<file path="src/sv/one_wire_bus_master_macros.svh">
// Assertion macros for the single-wire bus master.
// Used by the top level; relies on clk_i and rst_ni being in scope.
`ifndef ONE_WIRE_BUS_MASTER_MACROS_SVH
`define ONE_WIRE_BUS_MASTER_MACROS_SVH

`ifndef SYNTHESIS

// clocked check, off while reset is asserted
`define OWBM_ASSERT(name, prop) \
  name: assert property (@(posedge clk_i) disable iff (!rst_ni) (prop)) \
    else $error("owbm check failed");

// clocked check with a caller message
`define OWBM_ASSERT_MSG(name, prop, msg) \
  name: assert property (@(posedge clk_i) disable iff (!rst_ni) (prop)) \
    else $error(msg);

`else

`define OWBM_ASSERT(name, prop)
`define OWBM_ASSERT_MSG(name, prop, msg)

`endif

`endif

</file>
<file path="src/sv/owbm_pkg.sv">
// Shared types and constants of the single-wire bus master.
// No dependencies; used by owbm_cfg, owbm_core and one_wire_bus_master.
`timescale 1ns / 1ps

package owbm_pkg;

  localparam int CountWidthDef = 16;
  localparam int BitsPerByte   = 8;
  localparam int BitIdxWidth   = $clog2(BitsPerByte);
  localparam int ByteWidth     = 8;
  localparam int CfgNum        = 8;
  localparam int CfgIdxWidth   = 3;
  localparam int CfgDataWidth  = 16;
  localparam int TimNum        = 8;

  // configuration register indexes
  typedef enum logic [CfgIdxWidth-1:0] {
    REG_RESET_LOW   = 3'd0,
    REG_PRES_WAIT   = 3'd1,
    REG_RECOVER     = 3'd2,
    REG_WR1_LOW     = 3'd3,
    REG_WR0_LOW     = 3'd4,
    REG_RD_LOW      = 3'd5,
    REG_RD_SAMPLE   = 3'd6,
    REG_SLOT        = 3'd7
  } cfg_reg_e;

  // derived timing values handed to the core
  typedef enum logic [2:0] {
    TIM_RST_LIM   = 3'd0,
    TIM_PRES_WAIT = 3'd1,
    TIM_RECOVER   = 3'd2,
    TIM_LOW_ONE   = 3'd3,
    TIM_LOW_ZERO  = 3'd4,
    TIM_LOW_READ  = 3'd5,
    TIM_SAMPLE    = 3'd6,
    TIM_SLOT_LAST = 3'd7
  } tim_e;

  localparam logic [CfgDataWidth-1:0] CfgReset [CfgNum] = '{
    16'd3812, 16'd568, 16'd3329, 16'd40, 16'd470, 16'd44, 16'd70, 16'd540
  };

  typedef enum logic [1:0] {
    REQ_NONE  = 2'd0,
    REQ_RESET = 2'd1,
    REQ_WRITE = 2'd2,
    REQ_READ  = 2'd3
  } req_e;

  typedef enum logic [2:0] {
    PH_IDLE,
    PH_RST_LOW,
    PH_RST_WAIT,
    PH_RST_RECOV,
    PH_SLOT
  } phase_e;

  typedef struct packed {
    logic                 drive_low;
    logic                 busy_res;
    logic                 op_done;
    logic [ByteWidth-1:0] rx_byte;
    logic                 presence;
    logic                 rejected;
  } res_t;

endpackage

</file>
<file path="src/sv/owbm_cfg.sv">
// Configuration registers and derived slot timing for the bus master.
// Depends on owbm_pkg.
`timescale 1ns / 1ps

module owbm_cfg #(
  parameter int CountWidth = owbm_pkg::CountWidthDef
) (
  input  logic                                           clk_i,
  input  logic                                           rst_ni,
  input  logic                                           cfg_we_i,
  input  logic [owbm_pkg::CfgIdxWidth-1:0]               cfg_idx_i,
  input  logic [owbm_pkg::CfgDataWidth-1:0]              cfg_data_i,
  output logic [owbm_pkg::TimNum-1:0][CountWidth-1:0]    timing_o
);

  logic [owbm_pkg::CfgDataWidth-1:0]              cfg_q [owbm_pkg::CfgNum];
  logic [owbm_pkg::CfgNum-1:0][CountWidth-1:0]    sat;
  logic [CountWidth-1:0]                          slot_len;
  logic [CountWidth-1:0]                          slot_last;
  logic [CountWidth-1:0]                          low_read;
  logic [CountWidth:0]                            sample_sum;

  always_ff @(posedge clk_i or negedge rst_ni) begin
    if (!rst_ni) begin
      for (int i = 0; i < owbm_pkg::CfgNum; i++) begin
        cfg_q[i] <= owbm_pkg::CfgReset[i];
      end
    end else if (cfg_we_i) begin
      cfg_q[cfg_idx_i] <= cfg_data_i;
    end
  end

  // saturate each register to what the tick counter can hold
  for (genvar g = 0; g < owbm_pkg::CfgNum; g++) begin : g_sat
    if (CountWidth >= owbm_pkg::CfgDataWidth) begin : g_wide
      assign sat[g] = CountWidth'(cfg_q[g]);
    end else begin : g_narrow
      assign sat[g] = (|cfg_q[g][owbm_pkg::CfgDataWidth-1:CountWidth]) ?
                      '1 : cfg_q[g][CountWidth-1:0];
    end
  end

  function automatic logic [CountWidth-1:0] clamp_low(
    input logic [CountWidth-1:0] l,
    input logic [CountWidth-1:0] last
  );
    logic [CountWidth-1:0] r;
    r = (l == '0) ? CountWidth'(1) : l;
    if (r > last) r = last;
    return r;
  endfunction

  always_comb begin
    slot_len  = (sat[owbm_pkg::REG_SLOT] < CountWidth'(2)) ?
                CountWidth'(2) : sat[owbm_pkg::REG_SLOT];
    slot_last = slot_len - CountWidth'(1);
    low_read  = clamp_low(sat[owbm_pkg::REG_RD_LOW], slot_last);
    sample_sum = {1'b0, low_read} + {1'b0, sat[owbm_pkg::REG_RD_SAMPLE]};

    timing_o[owbm_pkg::TIM_RST_LIM]   = (sat[owbm_pkg::REG_RESET_LOW] == '0) ?
                                        CountWidth'(1) : sat[owbm_pkg::REG_RESET_LOW];
    timing_o[owbm_pkg::TIM_PRES_WAIT] = sat[owbm_pkg::REG_PRES_WAIT];
    timing_o[owbm_pkg::TIM_RECOVER]   = sat[owbm_pkg::REG_RECOVER];
    timing_o[owbm_pkg::TIM_LOW_ONE]   = clamp_low(sat[owbm_pkg::REG_WR1_LOW], slot_last);
    timing_o[owbm_pkg::TIM_LOW_ZERO]  = clamp_low(sat[owbm_pkg::REG_WR0_LOW], slot_last);
    timing_o[owbm_pkg::TIM_LOW_READ]  = low_read;
    // sample point past the slot end falls on the last slot tick
    timing_o[owbm_pkg::TIM_SAMPLE]    = (sample_sum > {1'b0, slot_last}) ?
                                        slot_last : sample_sum[CountWidth-1:0];
    timing_o[owbm_pkg::TIM_SLOT_LAST] = slot_last;
  end

endmodule

</file>
<file path="src/sv/owbm_core.sv">
// Bus sequencer: phase state machine, tick counter, bit counter and shifter.
// Depends on owbm_pkg; timing comes from owbm_cfg.
`timescale 1ns / 1ps

module owbm_core #(
  parameter int CountWidth = owbm_pkg::CountWidthDef
) (
  input  logic                                        clk_i,
  input  logic                                        rst_ni,
  input  logic                                        step_i,
  input  logic [1:0]                                  req_i,
  input  logic [owbm_pkg::ByteWidth-1:0]              tx_i,
  input  logic                                        lvl_i,
  input  logic [owbm_pkg::TimNum-1:0][CountWidth-1:0] timing_i,
  output owbm_pkg::res_t                              res_o
);

  owbm_pkg::phase_e                   phase_q, phase_d, ph_eff;
  owbm_pkg::req_e                     req, kind_q, kind_d, kind0;
  logic [CountWidth-1:0]              tick_q, tick_d, t0, t_inc;
  logic [owbm_pkg::BitIdxWidth-1:0]   bit_q, bit_d, bit0;
  logic [owbm_pkg::ByteWidth-1:0]     shift_q, shift_d, shift0, shift1;
  logic [owbm_pkg::ByteWidth-1:0]     rx_q, rx_d;
  logic                               pres_q, pres_d;
  logic                               start, is_read;
  logic                               low_end, wait_end, recov_end, slot_end, last_bit;
  logic [CountWidth-1:0]              low_time;
  logic                               drive, done;

  assign req = owbm_pkg::req_e'(req_i);

  // a command on an idle tick is handled on that same tick
  always_comb begin
    start  = (phase_q == owbm_pkg::PH_IDLE) && (req != owbm_pkg::REQ_NONE);
    if (start) begin
      ph_eff = (req == owbm_pkg::REQ_RESET) ? owbm_pkg::PH_RST_LOW : owbm_pkg::PH_SLOT;
    end else begin
      ph_eff = phase_q;
    end
    t0     = start ? '0 : tick_q;
    t_inc  = t0 + CountWidth'(1);
    kind0  = start ? req : kind_q;
    bit0   = start ? '0 : bit_q;
    shift0 = start ? ((req == owbm_pkg::REQ_WRITE) ? tx_i : '0) : shift_q;
    is_read   = (kind0 == owbm_pkg::REQ_READ);
    low_end   = (t_inc >= timing_i[owbm_pkg::TIM_RST_LIM]);
    wait_end  = (t0 >= timing_i[owbm_pkg::TIM_PRES_WAIT]);
    recov_end = (t0 >= timing_i[owbm_pkg::TIM_RECOVER]);
    slot_end  = (t0 >= timing_i[owbm_pkg::TIM_SLOT_LAST]);
    last_bit  = (bit0 == owbm_pkg::BitIdxWidth'(owbm_pkg::BitsPerByte - 1));
  end

  // next phase
  always_comb begin
    case (ph_eff)
      owbm_pkg::PH_IDLE:      phase_d = owbm_pkg::PH_IDLE;
      owbm_pkg::PH_RST_LOW:   phase_d = low_end ? owbm_pkg::PH_RST_WAIT : owbm_pkg::PH_RST_LOW;
      owbm_pkg::PH_RST_WAIT:  phase_d = wait_end ? owbm_pkg::PH_RST_RECOV
                                                 : owbm_pkg::PH_RST_WAIT;
      owbm_pkg::PH_RST_RECOV: phase_d = recov_end ? owbm_pkg::PH_IDLE
                                                  : owbm_pkg::PH_RST_RECOV;
      owbm_pkg::PH_SLOT:      phase_d = (slot_end && last_bit) ? owbm_pkg::PH_IDLE
                                                               : owbm_pkg::PH_SLOT;
      default:                phase_d = owbm_pkg::PH_IDLE;
    endcase
  end

  // datapath and per-tick outputs
  always_comb begin
    tick_d  = t0;
    bit_d   = bit0;
    kind_d  = kind0;
    shift_d = shift0;
    pres_d  = pres_q;
    rx_d    = rx_q;
    drive   = 1'b0;
    done    = 1'b0;
    shift1  = shift0;
    if (is_read) begin
      low_time = timing_i[owbm_pkg::TIM_LOW_READ];
    end else if (shift0[0]) begin
      low_time = timing_i[owbm_pkg::TIM_LOW_ONE];
    end else begin
      low_time = timing_i[owbm_pkg::TIM_LOW_ZERO];
    end
    case (ph_eff)
      owbm_pkg::PH_RST_LOW: begin
        drive  = 1'b1;
        tick_d = low_end ? '0 : t_inc;
      end
      owbm_pkg::PH_RST_WAIT: begin
        if (wait_end) begin
          pres_d = ~lvl_i;
          tick_d = '0;
        end else begin
          tick_d = t_inc;
        end
      end
      owbm_pkg::PH_RST_RECOV: begin
        if (recov_end) begin
          done   = 1'b1;
          tick_d = '0;
        end else begin
          tick_d = t_inc;
        end
      end
      owbm_pkg::PH_SLOT: begin
        drive = (t0 < low_time);
        // read bits enter at the top, lsb first on the wire
        if (is_read && (t0 == timing_i[owbm_pkg::TIM_SAMPLE])) begin
          shift1 = {lvl_i, shift0[owbm_pkg::ByteWidth-1:1]};
        end
        shift_d = shift1;
        if (slot_end) begin
          if (!is_read) begin
            shift_d = shift1 >> 1;
          end
          tick_d = '0;
          if (last_bit) begin
            done  = 1'b1;
            bit_d = '0;
            if (is_read) begin
              rx_d = shift1;
            end
          end else begin
            bit_d = bit0 + owbm_pkg::BitIdxWidth'(1);
          end
        end else begin
          tick_d = t_inc;
        end
      end
      default: ;
    endcase

    res_o.drive_low = drive;
    res_o.busy_res  = (ph_eff != owbm_pkg::PH_IDLE);
    res_o.op_done   = done;
    res_o.rx_byte   = rx_d;
    res_o.presence  = pres_d;
    res_o.rejected  = (phase_q != owbm_pkg::PH_IDLE) && (req != owbm_pkg::REQ_NONE);
  end

  always_ff @(posedge clk_i or negedge rst_ni) begin
    if (!rst_ni) begin
      phase_q <= owbm_pkg::PH_IDLE;
      tick_q  <= '0;
      bit_q   <= '0;
      shift_q <= '0;
      kind_q  <= owbm_pkg::REQ_NONE;
      pres_q  <= 1'b0;
      rx_q    <= '0;
    end else if (step_i) begin
      phase_q <= phase_d;
      tick_q  <= tick_d;
      bit_q   <= bit_d;
      shift_q <= shift_d;
      kind_q  <= kind_d;
      pres_q  <= pres_d;
      rx_q    <= rx_d;
    end
  end

endmodule

</file>
<file path="src/sv/one_wire_bus_master.sv">
// Top level of the single-wire bus master: config registers, sequencer, result register.
// Depends on owbm_pkg, owbm_cfg, owbm_core and one_wire_bus_master_macros.svh.
`timescale 1ns / 1ps
`include "one_wire_bus_master_macros.svh"

// Each input beat is one bus tick carrying an optional command, the byte to
// send and the sampled line level; each accepted beat yields exactly one
// result beat with the line drive, busy, done, presence, rejected and the
// last read byte. The sequencer handles a tick in one pass; its result lands
// in a single output register, and a new tick is taken whenever that register
// is empty or being drained, so throughput is one tick per clock unless the
// output stalls. All slot and reset timing is counted in ticks from the
// configuration registers; the user is to write them only while the bus
// master is idle (not enforced). No memory, so no start-up sweep after reset.
module one_wire_bus_master #(
  parameter int CountWidth = owbm_pkg::CountWidthDef
) (
  input  logic                                clk_i,
  input  logic                                rst_ni,
  input  logic                                in_valid_i,
  output logic                                in_ready_o,
  input  logic [1:0]                          req_type_i,
  input  logic [owbm_pkg::ByteWidth-1:0]      tx_byte_i,
  input  logic                                bus_level_i,
  output logic                                out_valid_o,
  input  logic                                out_ready_i,
  output logic                                drive_low_o,
  output logic                                busy_res_o,
  output logic                                op_done_o,
  output logic [owbm_pkg::ByteWidth-1:0]      rx_byte_o,
  output logic                                presence_o,
  output logic                                rejected_o,
  input  logic                                cfg_we_i,
  input  logic [owbm_pkg::CfgIdxWidth-1:0]    cfg_idx_i,
  input  logic [owbm_pkg::CfgDataWidth-1:0]   cfg_data_i
);

  logic [owbm_pkg::TimNum-1:0][CountWidth-1:0] timing;
  owbm_pkg::res_t                              res_d, res_q;
  logic                                        out_valid_q;
  logic                                        accept;

  assign in_ready_o = !out_valid_q || out_ready_i;
  assign accept     = in_valid_i && in_ready_o;

  owbm_cfg #(
    .CountWidth(CountWidth)
  ) u_cfg (
    .clk_i     (clk_i),
    .rst_ni    (rst_ni),
    .cfg_we_i  (cfg_we_i),
    .cfg_idx_i (cfg_idx_i),
    .cfg_data_i(cfg_data_i),
    .timing_o  (timing)
  );

  owbm_core #(
    .CountWidth(CountWidth)
  ) u_core (
    .clk_i   (clk_i),
    .rst_ni  (rst_ni),
    .step_i  (accept),
    .req_i   (req_type_i),
    .tx_i    (tx_byte_i),
    .lvl_i   (bus_level_i),
    .timing_i(timing),
    .res_o   (res_d)
  );

  always_ff @(posedge clk_i or negedge rst_ni) begin
    if (!rst_ni) begin
      out_valid_q <= 1'b0;
    end else if (accept) begin
      out_valid_q <= 1'b1;
    end else if (out_ready_i) begin
      out_valid_q <= 1'b0;
    end
  end

  always_ff @(posedge clk_i) begin
    if (accept) begin
      res_q <= res_d;
    end
  end

  assign out_valid_o = out_valid_q;
  assign drive_low_o = res_q.drive_low;
  assign busy_res_o  = res_q.busy_res;
  assign op_done_o   = res_q.op_done;
  assign rx_byte_o   = res_q.rx_byte;
  assign presence_o  = res_q.presence;
  assign rejected_o  = res_q.rejected;

  `OWBM_ASSERT(a_accept_fills_out, accept |=> out_valid_q)
  `OWBM_ASSERT_MSG(a_reject_only_busy, (out_valid_q && res_q.rejected) |-> res_q.busy_res, "reject while idle")
  `OWBM_ASSERT_MSG(a_drive_only_busy, (out_valid_q && res_q.drive_low) |-> res_q.busy_res, "line driven while idle")

endmodule

</file>
<file path="config.mk">
export PLATFORM = sky130hd
export DESIGN_NAME = one_wire_bus_master
export DESIGN_NICKNAME = d
export VERILOG_FILES = /design/src/sv/owbm_pkg.sv /design/src/sv/owbm_cfg.sv /design/src/sv/owbm_core.sv /design/src/sv/one_wire_bus_master.sv
export VERILOG_INCLUDE_DIRS = /design/src /design/src/sv
export SDC_FILE = /design/constraint.sdc
export NUM_CORES = 1
export LEC_CHECK = 0
export ABC_AREA = 1
export ABC_CLOCK_PERIOD_IN_PS = 12300
export BUFFER_PORTS_ARGS = -buffer_cell sky130_fd_sc_hd__buf_2
export CAP_MARGIN = 25
export CORE_MARGIN = 2
export CORE_UTILIZATION = 61
export CTS_CLUSTER_SIZE = 16
export DETAILED_ROUTE_END_ITERATION = 16
export HOLD_SLACK_MARGIN = 0.05
export PLACE_DENSITY = 0.91
export SLEW_MARGIN = 10
export SYNTH_ARGS = -nofsm -noshare
export SYNTH_HDL_FRONTEND = slang
export SYNTH_SLANG_ARGS = --single-unit
</file>
<file path="constraint.sdc">
create_clock -name clk_i -period 12.3 [get_ports clk_i]
set_input_delay 2.46 -clock clk_i [delete_from_list [all_inputs] [get_ports clk_i]]
set_output_delay 2.46 -clock clk_i [all_outputs]
set_load 0.05 [all_outputs]
</file>
==> impl_summary.log, run 1 <==
[metrics] largest net degree at the start of global routing: 91
[metrics] IR drop worst, VDD: 0.0001063 V
[metrics] Synth Net Count: 2132
[metrics] post-layout total power: 3.851 mW
[metrics] arrival time reported for the critical path endpoint: around 11 ns
[metrics] row count: 55
[metrics] area of all placed cells without fillers: 15090 um^2
[metrics] clock latency on the worst-skew pair: about 0.46 ns
[metrics] via count of the first global-routing pass: 13268
[metrics] post-synthesis cell type count: 60
[metrics] part of the Yosys area used for sequential elements: 0.3321
[metrics] effective utilization at floorplan: 0.6233
[metrics] relative area change from synthesis to final layout: 6.952%
[metrics] area of the die: ~24000 um^2
[metrics] Setup Fix Bufs, Post-CTS: 0
[metrics] via count: 13833
[metrics] vias per cell: 6.251
[metrics] maximum level of the CTS H-tree: 4
[metrics] Syn Std Cell Area: 14110 um^2
[metrics] Detail Route Antenna Nets: 0
[metrics] global-route wire length before repair: 67560 um
[metrics] post-synth top area cell: sky130_fd_sc_hd__dfrtp_1
[metrics] post-cts hold buffer count: 0
[metrics] buffer and inverter count on the worst path: 6
[metrics] clock tree from TritonCTS: done
[metrics] final HPWL from detailed placement: 31520 um
[metrics] fin cells: 2213
[metrics] Clock Root Buffer: sky130_fd_sc_hd__clkbuf_16
[metrics] outcome: finished, final reports clean
[metrics] Post-Syn Area per Cell: roughly 7.3 um^2
[metrics] worst setup margin: 1.781 ns
[metrics] worst slew slack as a fraction of its limit: 0.2864
[metrics] slowest stage delay, CP: 0.78 ns
[metrics] number of top-level pins: 50
[metrics] height of the die: ~160 um
[metrics] critical path type: flip-flop to flip-flop
[metrics] async set-or-reset flop fraction in the synthesized netlist: 0.9290
[metrics] Placed Cells incl. Taps: 2176
[metrics] Clock Skews: ~0.017 ns
[metrics] Floorplan Core Area: between 20000 and 25000 um^2
[metrics] category of cells accounting for the largest share of critical-path delay: simple AND/OR/NAND/NOR gates
[metrics] Register-to-Register Setup Slack: roughly 1.8 ns
[metrics] number of failing setup endpoints in the final timing report: 0
[metrics] starting DRC count in detailed routing: 1649
[metrics] smallest hold slack: slightly below 0.5 ns
[metrics] clk buf depth: 2
[metrics] remaining design rule violation count: 0
[metrics] fin crit share: 0.8552
[metrics] instance count of the mapped netlist: 1932
[metrics] Num CTS Buffers: 17
[metrics] synth warn: 0
[metrics] total negative slack: 0 ns
[metrics] most frequent cell on the critical path: sky130_fd_sc_hd__nand2_1
[metrics] start point of the worst min-delay path: u_core.rx_q[3]$_DFFE_PN0P_
[metrics] Synth Register Bits: between 150 and 200
[metrics] post-detailed-placement cell area: roughly 14000 um^2
[metrics] Crit Reg-Reg Endpoint: u_core.shift_q[6]$_DFFE_PN0P_
[metrics] sink of the worst hold path: u_core.rx_q[3]$_DFFE_PN0P_
[metrics] number of max-cap violations: 0
[metrics] slew at the pin with the worst max-slew slack: approximately 1.1 ns
[metrics] Reg clk slew, reported paths: 0.08 ns
[metrics] count of final hold-check violations: 0
[metrics] static leakage: just under 8 nW
[metrics] dpl ws: 2.254 ns
[metrics] die span in x: 156.1 um
[metrics] final count of pins violating max slew: 0
[metrics] number of cells on the worst reg-to-reg path: 52
[metrics] CP max FO: 31
[metrics] initial antenna violation count: 3
[metrics] TritonCTS sink count: 183
[metrics] total length of routed wires: between 40000 and 50000 um
[metrics] power per standard cell area: 255.1 nW/um^2
[metrics] critical path startpoint category: flip-flop
[metrics] layout cell share with drive strength beyond 1: 0.09091
[metrics] Area contributors post-synth: sky130_fd_sc_hd__dfrtp_1, sky130_fd_sc_hd__ha_1, sky130_fd_sc_hd__nand2_1, sky130_fd_sc_hd__o21ai_0, sky130_fd_sc_hd__dfstp_2
[metrics] worst hold path stage count: 2
[metrics] final core utilization: 0.6666
[metrics] leading register cell type out of synthesis: sky130_fd_sc_hd__dfrtp_1
[metrics] Post-synth EDFFs: 13
[metrics] Congestion Overflow GR: 0
[metrics] number of iterations in the first detailed-routing pass: 6
[metrics] post-DR wirelength/cell: 19.42 um
[metrics] library cell contributing the largest single delay on the critical path: sky130_fd_sc_hd__xor2_1
[metrics] number of cells upsized or downsized after cts: 0
[metrics] post-synth top area share: 0.2430
[metrics] Hold Crit Class: flip-flop to flip-flop
[metrics] number of nets in the layout: approximately 2100
[metrics] Critical Path End Type: flip-flop
[metrics] final weighted congestion in routability-driven placement: 1.066
[metrics] # port buffers: 49
[metrics] time the final worst path needs with I/O delays and setup: 10.52 ns
[metrics] Data required, critical path: 12.64 ns
[metrics] startpoint of the lowest-slack register-to-register path: u_cfg.cfg_q[8]$_DFFE_PN0P_
[metrics] top achievable clock speed: 95.06 MHz
[metrics] setup repair after global routing missed its margin: false
[metrics] total track usage: 0.3577
[how the worst max path moves through the flow]
stage / end / slack, ns / start / cells after the start
2_1_floorplan: rx_byte_o[0]$_DFFE_PP_ / 5.32 / u_cfg.cfg_q[6]$_DFFE_PN0P_ / 52
6_report: u_core.shift_q[6]$_DFFE_PN0P_ / 1.78 / u_cfg.cfg_q[8]$_DFFE_PN0P_ / 52
5_1_grt: u_core.shift_q[6]$_DFFE_PN0P_ / 0.93 / u_cfg.cfg_q[8]$_DFFE_PN0P_ / 53
3_5_place_dp: rx_byte_o[2]$_DFFE_PP_ / 2.25 / u_cfg.cfg_q[6]$_DFFE_PN0P_ / 49
3_3_place_gp: rx_byte_o[1]$_DFFE_PP_ / 2.52 / u_cfg.cfg_q[8]$_DFFE_PN0P_ / 49
4_1_cts: u_core.shift_q[6]$_DFFE_PN0P_ / 2.15 / u_cfg.cfg_q[6]$_DFFE_PN0P_ / 52
[layout make-up]
class | count | area, um^2
antenna | 3 | 7.507
clock buffer | 18 | 439.2
clock inverter | 14 | 202.7
fill | 1866 | 7548
inverter | 234 | 878.3
multi-input combinational | 1412 | 8130
sequential | 183 | 4686
tap | 285 | 356.6
timing repair buffer | 64 | 391.6
[state kept, by name, indices dropped and copies added (netlist names), 3 cells and up]
name            cells
u_cfg.cfg_q        96
u_cfg.timing_o     32
u_core.tick_q      16
rx_byte_o           8
u_core.rx_q         8
u_core.shift_q      8
u_core.bit_q        3
u_core.phase_q      3
[metal layers]
layer | up-vias | part of all wire | GRT usage
li1 | 6389 | - | -
met1 | 6378 | 0.38 | 0.4333
met2 | 858 | 0.45 | 0.5841
met3 | 206 | 0.11 | 0.09417
met4 | 2 | 0.058 | 0.1940
met5 | - | 0.00030 | 0
[kinds of logic after synthesis]
group,after synthesis,synth area share
AOI/OAI and AO/OA,459,0.1792
xor gates and xnor gates,36,0.02341
adders and majority gates,165,0.1468
buffers and inverters,337,0.09213
DFF,183,0.3321
and+or+nand+nor,752,0.2264
[Yosys cell counts (3+ instances only)]
library cell               instances
sky130_fd_sc_hd__a211oi_1          4
sky130_fd_sc_hd__a21o_1            4
sky130_fd_sc_hd__a21oi_1         126
sky130_fd_sc_hd__a31oi_1           3
sky130_fd_sc_hd__and2_1            7
sky130_fd_sc_hd__buf_1             3
sky130_fd_sc_hd__buf_2             4
sky130_fd_sc_hd__buf_6             3
sky130_fd_sc_hd__clkbuf_1         91
sky130_fd_sc_hd__dfrtp_1         137
sky130_fd_sc_hd__dfstp_2          33
sky130_fd_sc_hd__edfxtp_1         13
sky130_fd_sc_hd__ha_1            164
sky130_fd_sc_hd__inv_1           228
sky130_fd_sc_hd__inv_2             4
sky130_fd_sc_hd__nand2_1         441
sky130_fd_sc_hd__nand2_2          10
sky130_fd_sc_hd__nand3_1         102
sky130_fd_sc_hd__nand3b_1          4
sky130_fd_sc_hd__nand4_1          21
sky130_fd_sc_hd__nor2_1          113
sky130_fd_sc_hd__nor2_2            3
sky130_fd_sc_hd__nor3_1           20
sky130_fd_sc_hd__nor4_1           16
sky130_fd_sc_hd__o211ai_1         19
sky130_fd_sc_hd__o21a_1            8
sky130_fd_sc_hd__o21ai_0         247
sky130_fd_sc_hd__o21ai_1           3
sky130_fd_sc_hd__o21ai_2           9
sky130_fd_sc_hd__o21bai_1          3
sky130_fd_sc_hd__o221ai_1          4
sky130_fd_sc_hd__o22ai_1          12
sky130_fd_sc_hd__or2_2             8
sky130_fd_sc_hd__xnor2_1           4
sky130_fd_sc_hd__xor2_1           30
[cell usage in the layout, fill, tap and decap left out, types with 7 or more instances in the layout]
cell type	instances
sky130_fd_sc_hd__buf_4	13
sky130_fd_sc_hd__dfstp_2	33
sky130_fd_sc_hd__o22ai_1	12
sky130_fd_sc_hd__or2_2	8
sky130_fd_sc_hd__nor3_1	19
sky130_fd_sc_hd__nand4_1	21
sky130_fd_sc_hd__and2_1	7
sky130_fd_sc_hd__inv_1	228
sky130_fd_sc_hd__nand2_1	441
sky130_fd_sc_hd__o211ai_1	19
sky130_fd_sc_hd__nand3_1	102
sky130_fd_sc_hd__xor2_1	30
sky130_fd_sc_hd__o21ai_2	9
sky130_fd_sc_hd__dfrtp_1	137
sky130_fd_sc_hd__nand2_2	10
sky130_fd_sc_hd__nor2_1	113
sky130_fd_sc_hd__a21oi_1	126
sky130_fd_sc_hd__o21ai_0	246
sky130_fd_sc_hd__clkbuf_16	17
sky130_fd_sc_hd__o21a_1	8
sky130_fd_sc_hd__buf_2	48
sky130_fd_sc_hd__nor4_1	16
sky130_fd_sc_hd__edfxtp_1	13
sky130_fd_sc_hd__ha_1	164
[power breakdown]
part	switching [mW]	internal [mW]	total [mW]
logic	1.60	0.775	2.37
registers	0.113	0.763	0.876
clock network	0.282	0.319	0.601
[worst min-delay path, delay by kind of cell, from the launching register on]
kind	cells	cell delay [ns]
flops	1	0.34
simple gates	2	0.11
(Power assumes the default switching activity.)
==> run 2: changes to the inputs <==
- ABC_CLOCK_PERIOD_IN_PS: 12300 -> 13640
- MAX_ROUTING_LAYER: not set -> met4
- clock period: 12.3 -> 13.64 ns (I/O delays scaled with it)
==> impl_summary.log, run 2 (synthesis results as in run 1) <==
[metrics] outcome: finished, final reports clean
[metrics] number of top-level pins: 50 (unchanged)
[metrics] IR drop worst, VDD: 0.0001088 V (+2.4%)
[metrics] critical path type: flip-flop to flip-flop
[metrics] number of max-cap violations: 0 (unchanged)
[metrics] Setup Fix Bufs, Post-CTS: 0 (unchanged)
[metrics] height of the die: 156.1 um (unchanged)
[metrics] post-DR wirelength/cell: 19.29 um (-0.69%)
[metrics] Data required, critical path: 13.84 ns (+1.20 ns)
[metrics] most used routing layer in global routing: met2
[metrics] remaining design rule violation count: 0 (unchanged)
[metrics] final weighted congestion in routability-driven placement: 1.108 (+4.0%)
[metrics] layout cell share with drive strength beyond 1: 0.09185 (+0.0009435)
[metrics] count of final hold-check violations: 0 (unchanged)
[metrics] Congestion Overflow GR: 0 (unchanged)
[metrics] clk buf depth: 2 (unchanged)
[metrics] via count: 13737 (-0.69%)
[metrics] met2 GRT Util: 0.5799 (-0.004214)
[metrics] Detail Route Antenna Nets: 0 (unchanged)
[metrics] setup repair after global routing missed its margin: false
[metrics] buffer and inverter count on the worst path: 5 (-1)
[metrics] flip-flop count of the largest register, all copies and words added: 96 (unchanged)
[metrics] library cell contributing the largest single delay on the critical path: sky130_fd_sc_hd__xor2_1
[metrics] Critical Path End Type: flip-flop
[metrics] highest-count cells in the layout ignoring fill and taps: sky130_fd_sc_hd__nand2_1, sky130_fd_sc_hd__o21ai_0, sky130_fd_sc_hd__inv_1
[metrics] global-route wire length before repair: 67620 um (about the same)
[metrics] number of nets in the layout: 2114 (+0.095%)
[metrics] Clock Root Buffer: sky130_fd_sc_hd__clkbuf_16
[metrics] power per standard cell area: 228.7 nW/um^2 (-10%)
[metrics] global routing usage on met1: 0.4555 (+0.02216)
[metrics] clock tree from TritonCTS: done
[metrics] TritonCTS sink count: 183 (unchanged)
[metrics] # port buffers: 49 (unchanged)
[metrics] row count: 55 (unchanged)
[metrics] number of failing setup endpoints in the final timing report: 0 (unchanged)
[metrics] largest net degree at the start of global routing: 109 (+20%)
[metrics] effective utilization at floorplan: 0.6233 (unchanged)
[metrics] Floorplan Core Area: 22640 um^2 (unchanged)
[metrics] area of the die: 24370 um^2 (unchanged)
[metrics] total track usage: 0.3684 (+0.01068)
[metrics] most frequent cell on the critical path: sky130_fd_sc_hd__nand2_1
[metrics] post-layout total power: 3.445 mW (-11%)
[metrics] clock latency on the worst-skew pair: 0.45 ns (about the same)
[metrics] fin crit share: 0.7710 (-0.08418)
[metrics] critical path startpoint category: flip-flop
[metrics] total length of routed wires: 42720 um (-0.60%)
[metrics] vias per cell: 6.202 (-0.78%)
[metrics] final count of pins violating max slew: 0 (unchanged)
[metrics] static leakage: 7.726 nW (-0.12%)
[metrics] most common cell after layout, fill and taps aside: sky130_fd_sc_hd__nand2_1
[metrics] number of cells upsized or downsized after cts: 0 (unchanged)
[metrics] global-route met3 utilization: 0.06306 (-0.03111)
[metrics] Num CTS Buffers: 17 (unchanged)
[metrics] initial antenna violation count: 1 (-2)
[metrics] slew at the pin with the worst max-slew slack: 1.021 ns (-0.04236 ns)
[metrics] worst slew slack as a fraction of its limit: 0.3171 (+0.03069)
[metrics] arrival time reported for the critical path endpoint: 10.72 ns (-0.14 ns)
[metrics] number of iterations in the first detailed-routing pass: 6 (unchanged)
[metrics] time the final worst path needs with I/O delays and setup: 10.52 ns (-0.002200 ns)
[metrics] Hold Crit Class: flip-flop to flip-flop
[metrics] CP max FO: 31 (unchanged)
[metrics] total negative slack: 0 ns (unchanged)
[metrics] category of cells accounting for the largest share of critical-path delay: simple AND/OR/NAND/NOR gates
[metrics] final HPWL from detailed placement: 31490 um (about the same)
[metrics] relative area change from synthesis to final layout: 6.756%
[metrics] Clock Skews: 0.01454 ns (-0.002393 ns)
[metrics] top achievable clock speed: 95.08 MHz (about the same)
[metrics] via count of the first global-routing pass: 12842 (-3.2%)
[metrics] Filler Cell Count: 1903 (+2.0%)
[metrics] Largest Register: u_cfg.cfg_q
[metrics] die span in x: 156.1 um (unchanged)
[metrics] Reg clk slew, reported paths: 0.08 ns (about the same)
[metrics] starting DRC count in detailed routing: 1616 (-2.0%)
[metrics] maximum level of the CTS H-tree: 4 (unchanged)
[metrics] post-cts hold buffer count: 0 (unchanged)
[metrics] slowest stage delay, CP: 0.81 ns (+0.03 ns)
[run 2: changes by cell type in the layout (fill, tap and decap cells not counted), sizes merged]
| cell | delta |
|---|---|
| buf | +2 |
| bufinv | -1 |
| clkinvlp | +1 |
[run 2: stage by stage]
stage                     worst slack, ns    util  instances  cell area [um^2]  hold WS, ns
final                               3.123  0.6654       2215             15060       0.4847
after floorplan                     6.662       -       1932             14110       0.4417
after global placement              3.877  0.6357       2175             14390       0.4538
after CTS                           3.539  0.6627       2209             15000       0.4839
after detailed placement            3.597  0.6364       2177             14410       0.4652
after global routing                2.299  0.6654       2215             15060       0.5031
[run 2: worst paths after layout]
path	start	to	slack, ns	cells past startpoint
min in group asynchronous	rst_ni	u_core.tick_q[12]$_DFFE_PN0P_	2.19	1
worst max register to register	u_cfg.cfg_q[8]$_DFFE_PN0P_	rx_byte_o[3]$_DFFE_PP_	3.12	49
worst min register to register	u_core.rx_q[3]$_DFFE_PN0P_	u_core.rx_q[3]$_DFFE_PN0P_	0.48	2
worst min-delay path	u_core.rx_q[3]$_DFFE_PN0P_	u_core.rx_q[3]$_DFFE_PN0P_	0.48	2
worst max-delay path	u_cfg.cfg_q[8]$_DFFE_PN0P_	rx_byte_o[3]$_DFFE_PP_	3.12	49
max in group asynchronous	rst_ni	u_cfg.cfg_q[78]$_DFFE_PN0P_	9.86	3
[run 2: power by group]
group	internal (mW)	total [mW]	switching (mW)
Sequential	0.688	0.791	0.103
Clock	0.265	0.513	0.247
Combinational	0.702	2.14	1.44
Total	1.66	3.44	1.79
[run 2: cell type report]
cell class | count | area [um^2] | area share
inverter | 234 | 878.3 | 0.05831
tap | 285 | 356.6 | 0.02367
clock inverter | 14 | 156.4 | 0.01038
clock buffer | 18 | 439.2 | 0.02915
multi-input combinational | 1412 | 8130 | 0.5397
sequential | 183 | 4686 | 0.3110
antenna | 3 | 7.507 | 0.0004983
timing repair buffer | 66 | 410.4 | 0.02724
[run 2: layer usage]
layer,wire (um),up-vias
li1,-,6409
met1,17030,6384
met2,19240,760
met3,3982,184
met4,2469,0
met5,0,-
[run 2: tightest hold or removal path, stage by stage, from the launching register on]
cell and delay (ns):
sky130_fd_sc_hd__dfrtp_1 0.34, sky130_fd_sc_hd__nand2_1 0.06, sky130_fd_sc_hd__nand2_1 0.06
==> run 3: changes to the inputs <==
- ABC_CLOCK_PERIOD_IN_PS: 13640 -> 8800
- CORE_UTILIZATION: 61 -> 58
- PLACE_DENSITY: 0.91 -> 0.9
- clock period: 13.64 -> 8.8 ns (I/O delays scaled with it)
==> impl_summary.log, run 3 (synthesis results as in run 1) <==
[metrics] setup repair after global routing missed its margin: false
[metrics] Setup Fix Bufs, Post-CTS: 0 (unchanged)
[metrics] top achievable clock speed: 123.9 MHz (+30%)
[metrics] critical path type: flip-flop to flip-flop
[metrics] time the final worst path needs with I/O delays and setup: 8.071 ns (-2.446 ns)
[metrics] TritonCTS sink count: 183 (unchanged)
[metrics] IR drop worst, VDD: 0.0002100 V (+93%)
[metrics] final count of pins violating max slew: 0 (unchanged)
[metrics] most frequent cell on the critical path: sky130_fd_sc_hd__nand2_1
[metrics] clock latency on the worst-skew pair: 0.45 ns (about the same)
[metrics] number of top-level pins: 50 (unchanged)
[metrics] static leakage: 7.806 nW (+1.0%)
[metrics] power per standard cell area: 351.5 nW/um^2 (+54%)
[metrics] Clock Root Buffer: sky130_fd_sc_hd__clkbuf_16
[metrics] via count: 13442 (-2.1%)
[metrics] post-DR wirelength/cell: 19.09 um (-1.0%)
[metrics] height of the die: 160.0 um (+2.5%)
[metrics] total negative slack: 0 ns (unchanged)
[metrics] library cell contributing the largest single delay on the critical path: sky130_fd_sc_hd__dfrtp_1
[metrics] arrival time reported for the critical path endpoint: 8.28 ns (-2.44 ns)
[metrics] highest-count cells in the layout ignoring fill and taps: sky130_fd_sc_hd__nand2_1, sky130_fd_sc_hd__o21ai_0, sky130_fd_sc_hd__inv_1
[metrics] # port buffers: 49 (unchanged)
[metrics] number of failing setup endpoints in the final timing report: 0 (unchanged)
[metrics] vias per cell: 5.911 (-4.7%)
[metrics] number of nets in the layout: 2134 (+0.95%)
[metrics] Detail Route Antenna Nets: 0 (unchanged)
[metrics] die span in x: 160.0 um (+2.5%)
[metrics] largest net degree at the start of global routing: 77 (-29%)
[metrics] total length of routed wires: 43420 um (+1.6%)
[metrics] clock tree from TritonCTS: done
[metrics] dpl ws: 0.6449 ns (-2.952 ns)
[metrics] flip-flop count of the largest register, all copies and words added: 96 (unchanged)
[metrics] effective utilization at floorplan: 0.5854 (-0.03788)
[metrics] worst slew slack as a fraction of its limit: 0.3076 (-0.009545)
[metrics] CP max FO: 19 (-39%)
[metrics] fin crit share: 0.9172 (+0.1461)
[metrics] number of max-cap violations: 0 (unchanged)
[metrics] row count: 57 (+3.6%)
[metrics] Num CTS Buffers: 17 (unchanged)
[metrics] Hold Crit Class: flip-flop to flip-flop
[metrics] Clock Skews: 0.01675 ns (+0.002208 ns)
[metrics] Register-to-Register Setup Slack: 0.73 ns (-2.39 ns)
[metrics] slew at the pin with the worst max-slew slack: 1.036 ns (+0.01527 ns)
[metrics] relative area change from synthesis to final layout: 7.954%
[metrics] remaining design rule violation count: 0 (unchanged)
[metrics] maximum level of the CTS H-tree: 4 (unchanged)
[metrics] outcome: finished, final reports clean
[metrics] final HPWL from detailed placement: 33350 um (+5.9%)
[metrics] global-route wire length before repair: 69790 um (+3.2%)
[metrics] most common cell after layout, fill and taps aside: sky130_fd_sc_hd__nand2_1
[metrics] total track usage: 0.3566 (-0.01182)
[metrics] critical path startpoint category: flip-flop
[metrics] Data required, critical path: 9.01 ns (-4.83 ns)
[metrics] Reg clk slew, reported paths: 0.09 ns (about the same)
[metrics] area of the die: 25590 um^2 (+5.0%)
[metrics] final weighted congestion in routability-driven placement: 1.034 (-6.7%)
[metrics] via count of the first global-routing pass: 13143 (+2.3%)
[metrics] Congestion Overflow GR: 0 (unchanged)
[metrics] slowest stage delay, CP: 0.44 ns (-0.37 ns)
[metrics] count of final hold-check violations: 0 (unchanged)
[metrics] Floorplan Core Area: 24110 um^2 (+6.5%)
[metrics] post-layout total power: 5.354 mW (+55%)
[metrics] starting DRC count in detailed routing: 1284 (-21%)
[metrics] Placed Cells incl. Taps: 2236 (+2.7%)
[metrics] fin cells: 2274 (+2.7%)
[metrics] clk buf depth: 2 (unchanged)
[metrics] initial antenna violation count: 1 (unchanged)
[metrics] worst setup margin: 0.7290 ns (-2.394 ns)
[metrics] layout cell share with drive strength beyond 1: 0.1002 (+0.008301)
[metrics] Critical Path End Type: flip-flop
[metrics] Largest Register: u_cfg.cfg_q
[metrics] number of iterations in the first detailed-routing pass: 8 (+2)
## run 3: changes by cell type in the layout (fill, tap and decap cells not counted), sizes merged
cell / previous run / this run
clkinvlp: 1 / 0
buf: 66 / 86
bufinv: 1 / 0
clkbuf: 18 / 19
clkinv: 7 / 6
inv: 239 / 241
## run 3: cell type report
class | instances | area, um^2
diodes | 3 | 7.507
clock buffers | 19 | 432.9
clock inverters | 13 | 133.9
fillers | 2178 | 8872
inverters | 234 | 878.3
multi-input cells | 1412 | 8138
flip-flops and latches | 183 | 4686
well taps | 324 | 405.4
repair buffers | 86 | 551.8
## run 3: report_power, final
group          internal [mW]  switching, mW  total (mW)  leakage [nW]
logic                   1.14           2.21        3.35          5.34
registers               1.07          0.166        1.23          2.18
clock network          0.380          0.397       0.777         0.281
## run 3: metal layers
metal	vias to the layer above	GRT usage	wire, um
li1	6442	-	-
met1	6295	0.4474	17850
met2	579	0.5683	19990
met3	126	0.05844	3409
met4	0	0.1646	2159
met5	-	-	0
## run 3: stage by stage
stage,utilization,hold slack [ns],instance area [um^2]
final,0.6319,0.4888,15230
after global routing,0.6319,0.5097,15230
after CTS,0.6298,0.4870,15180
after detailed placement,0.6062,0.4653,14610
after global placement,0.6053,0.4557,14590
after floorplan,-,0.4417,14110
## run 3: critical path: cells and delay by family (launching register included)
| kind | cells | cell delay (ns) |
|---|---|---|
| AO/OA/AOI/OAI | 9 | 1.55 |
| XOR/XNOR | 2 | 0.54 |
| adder cells (fa/ha/maj) | 4 | 1.05 |
| buffers and inverters | 8 | 0.87 |
| flip-flops | 1 | 0.44 |
| AND/OR/NAND/NOR | 30 | 3.38 |
## run 3: timing repair
action	4_1_cts	5_1_grt
hold buffers	0	0
setup endpoints to repair	0	24
resized for setup	0	3
## run 3: path summary, 6_finish.rpt
check,startpoint,endpoint,cells after the start
worst max-delay path,u_cfg.cfg_q[8]$_DFFE_PN0P_,rx_byte_o[4]$_DFFE_PP_,53
worst min-delay path,u_core.bit_q[1]$_DFFE_PN0P_,u_core.bit_q[1]$_DFFE_PN0P_,2
worst max register to register,u_cfg.cfg_q[8]$_DFFE_PN0P_,rx_byte_o[4]$_DFFE_PP_,53
worst min register to register,u_core.bit_q[1]$_DFFE_PN0P_,u_core.bit_q[1]$_DFFE_PN0P_,2
max in group asynchronous,rst_ni,u_cfg.cfg_q[6]$_DFFE_PN0P_,3
min in group asynchronous,rst_ni,u_core.bit_q[0]$_DFFE_PN0P_,1
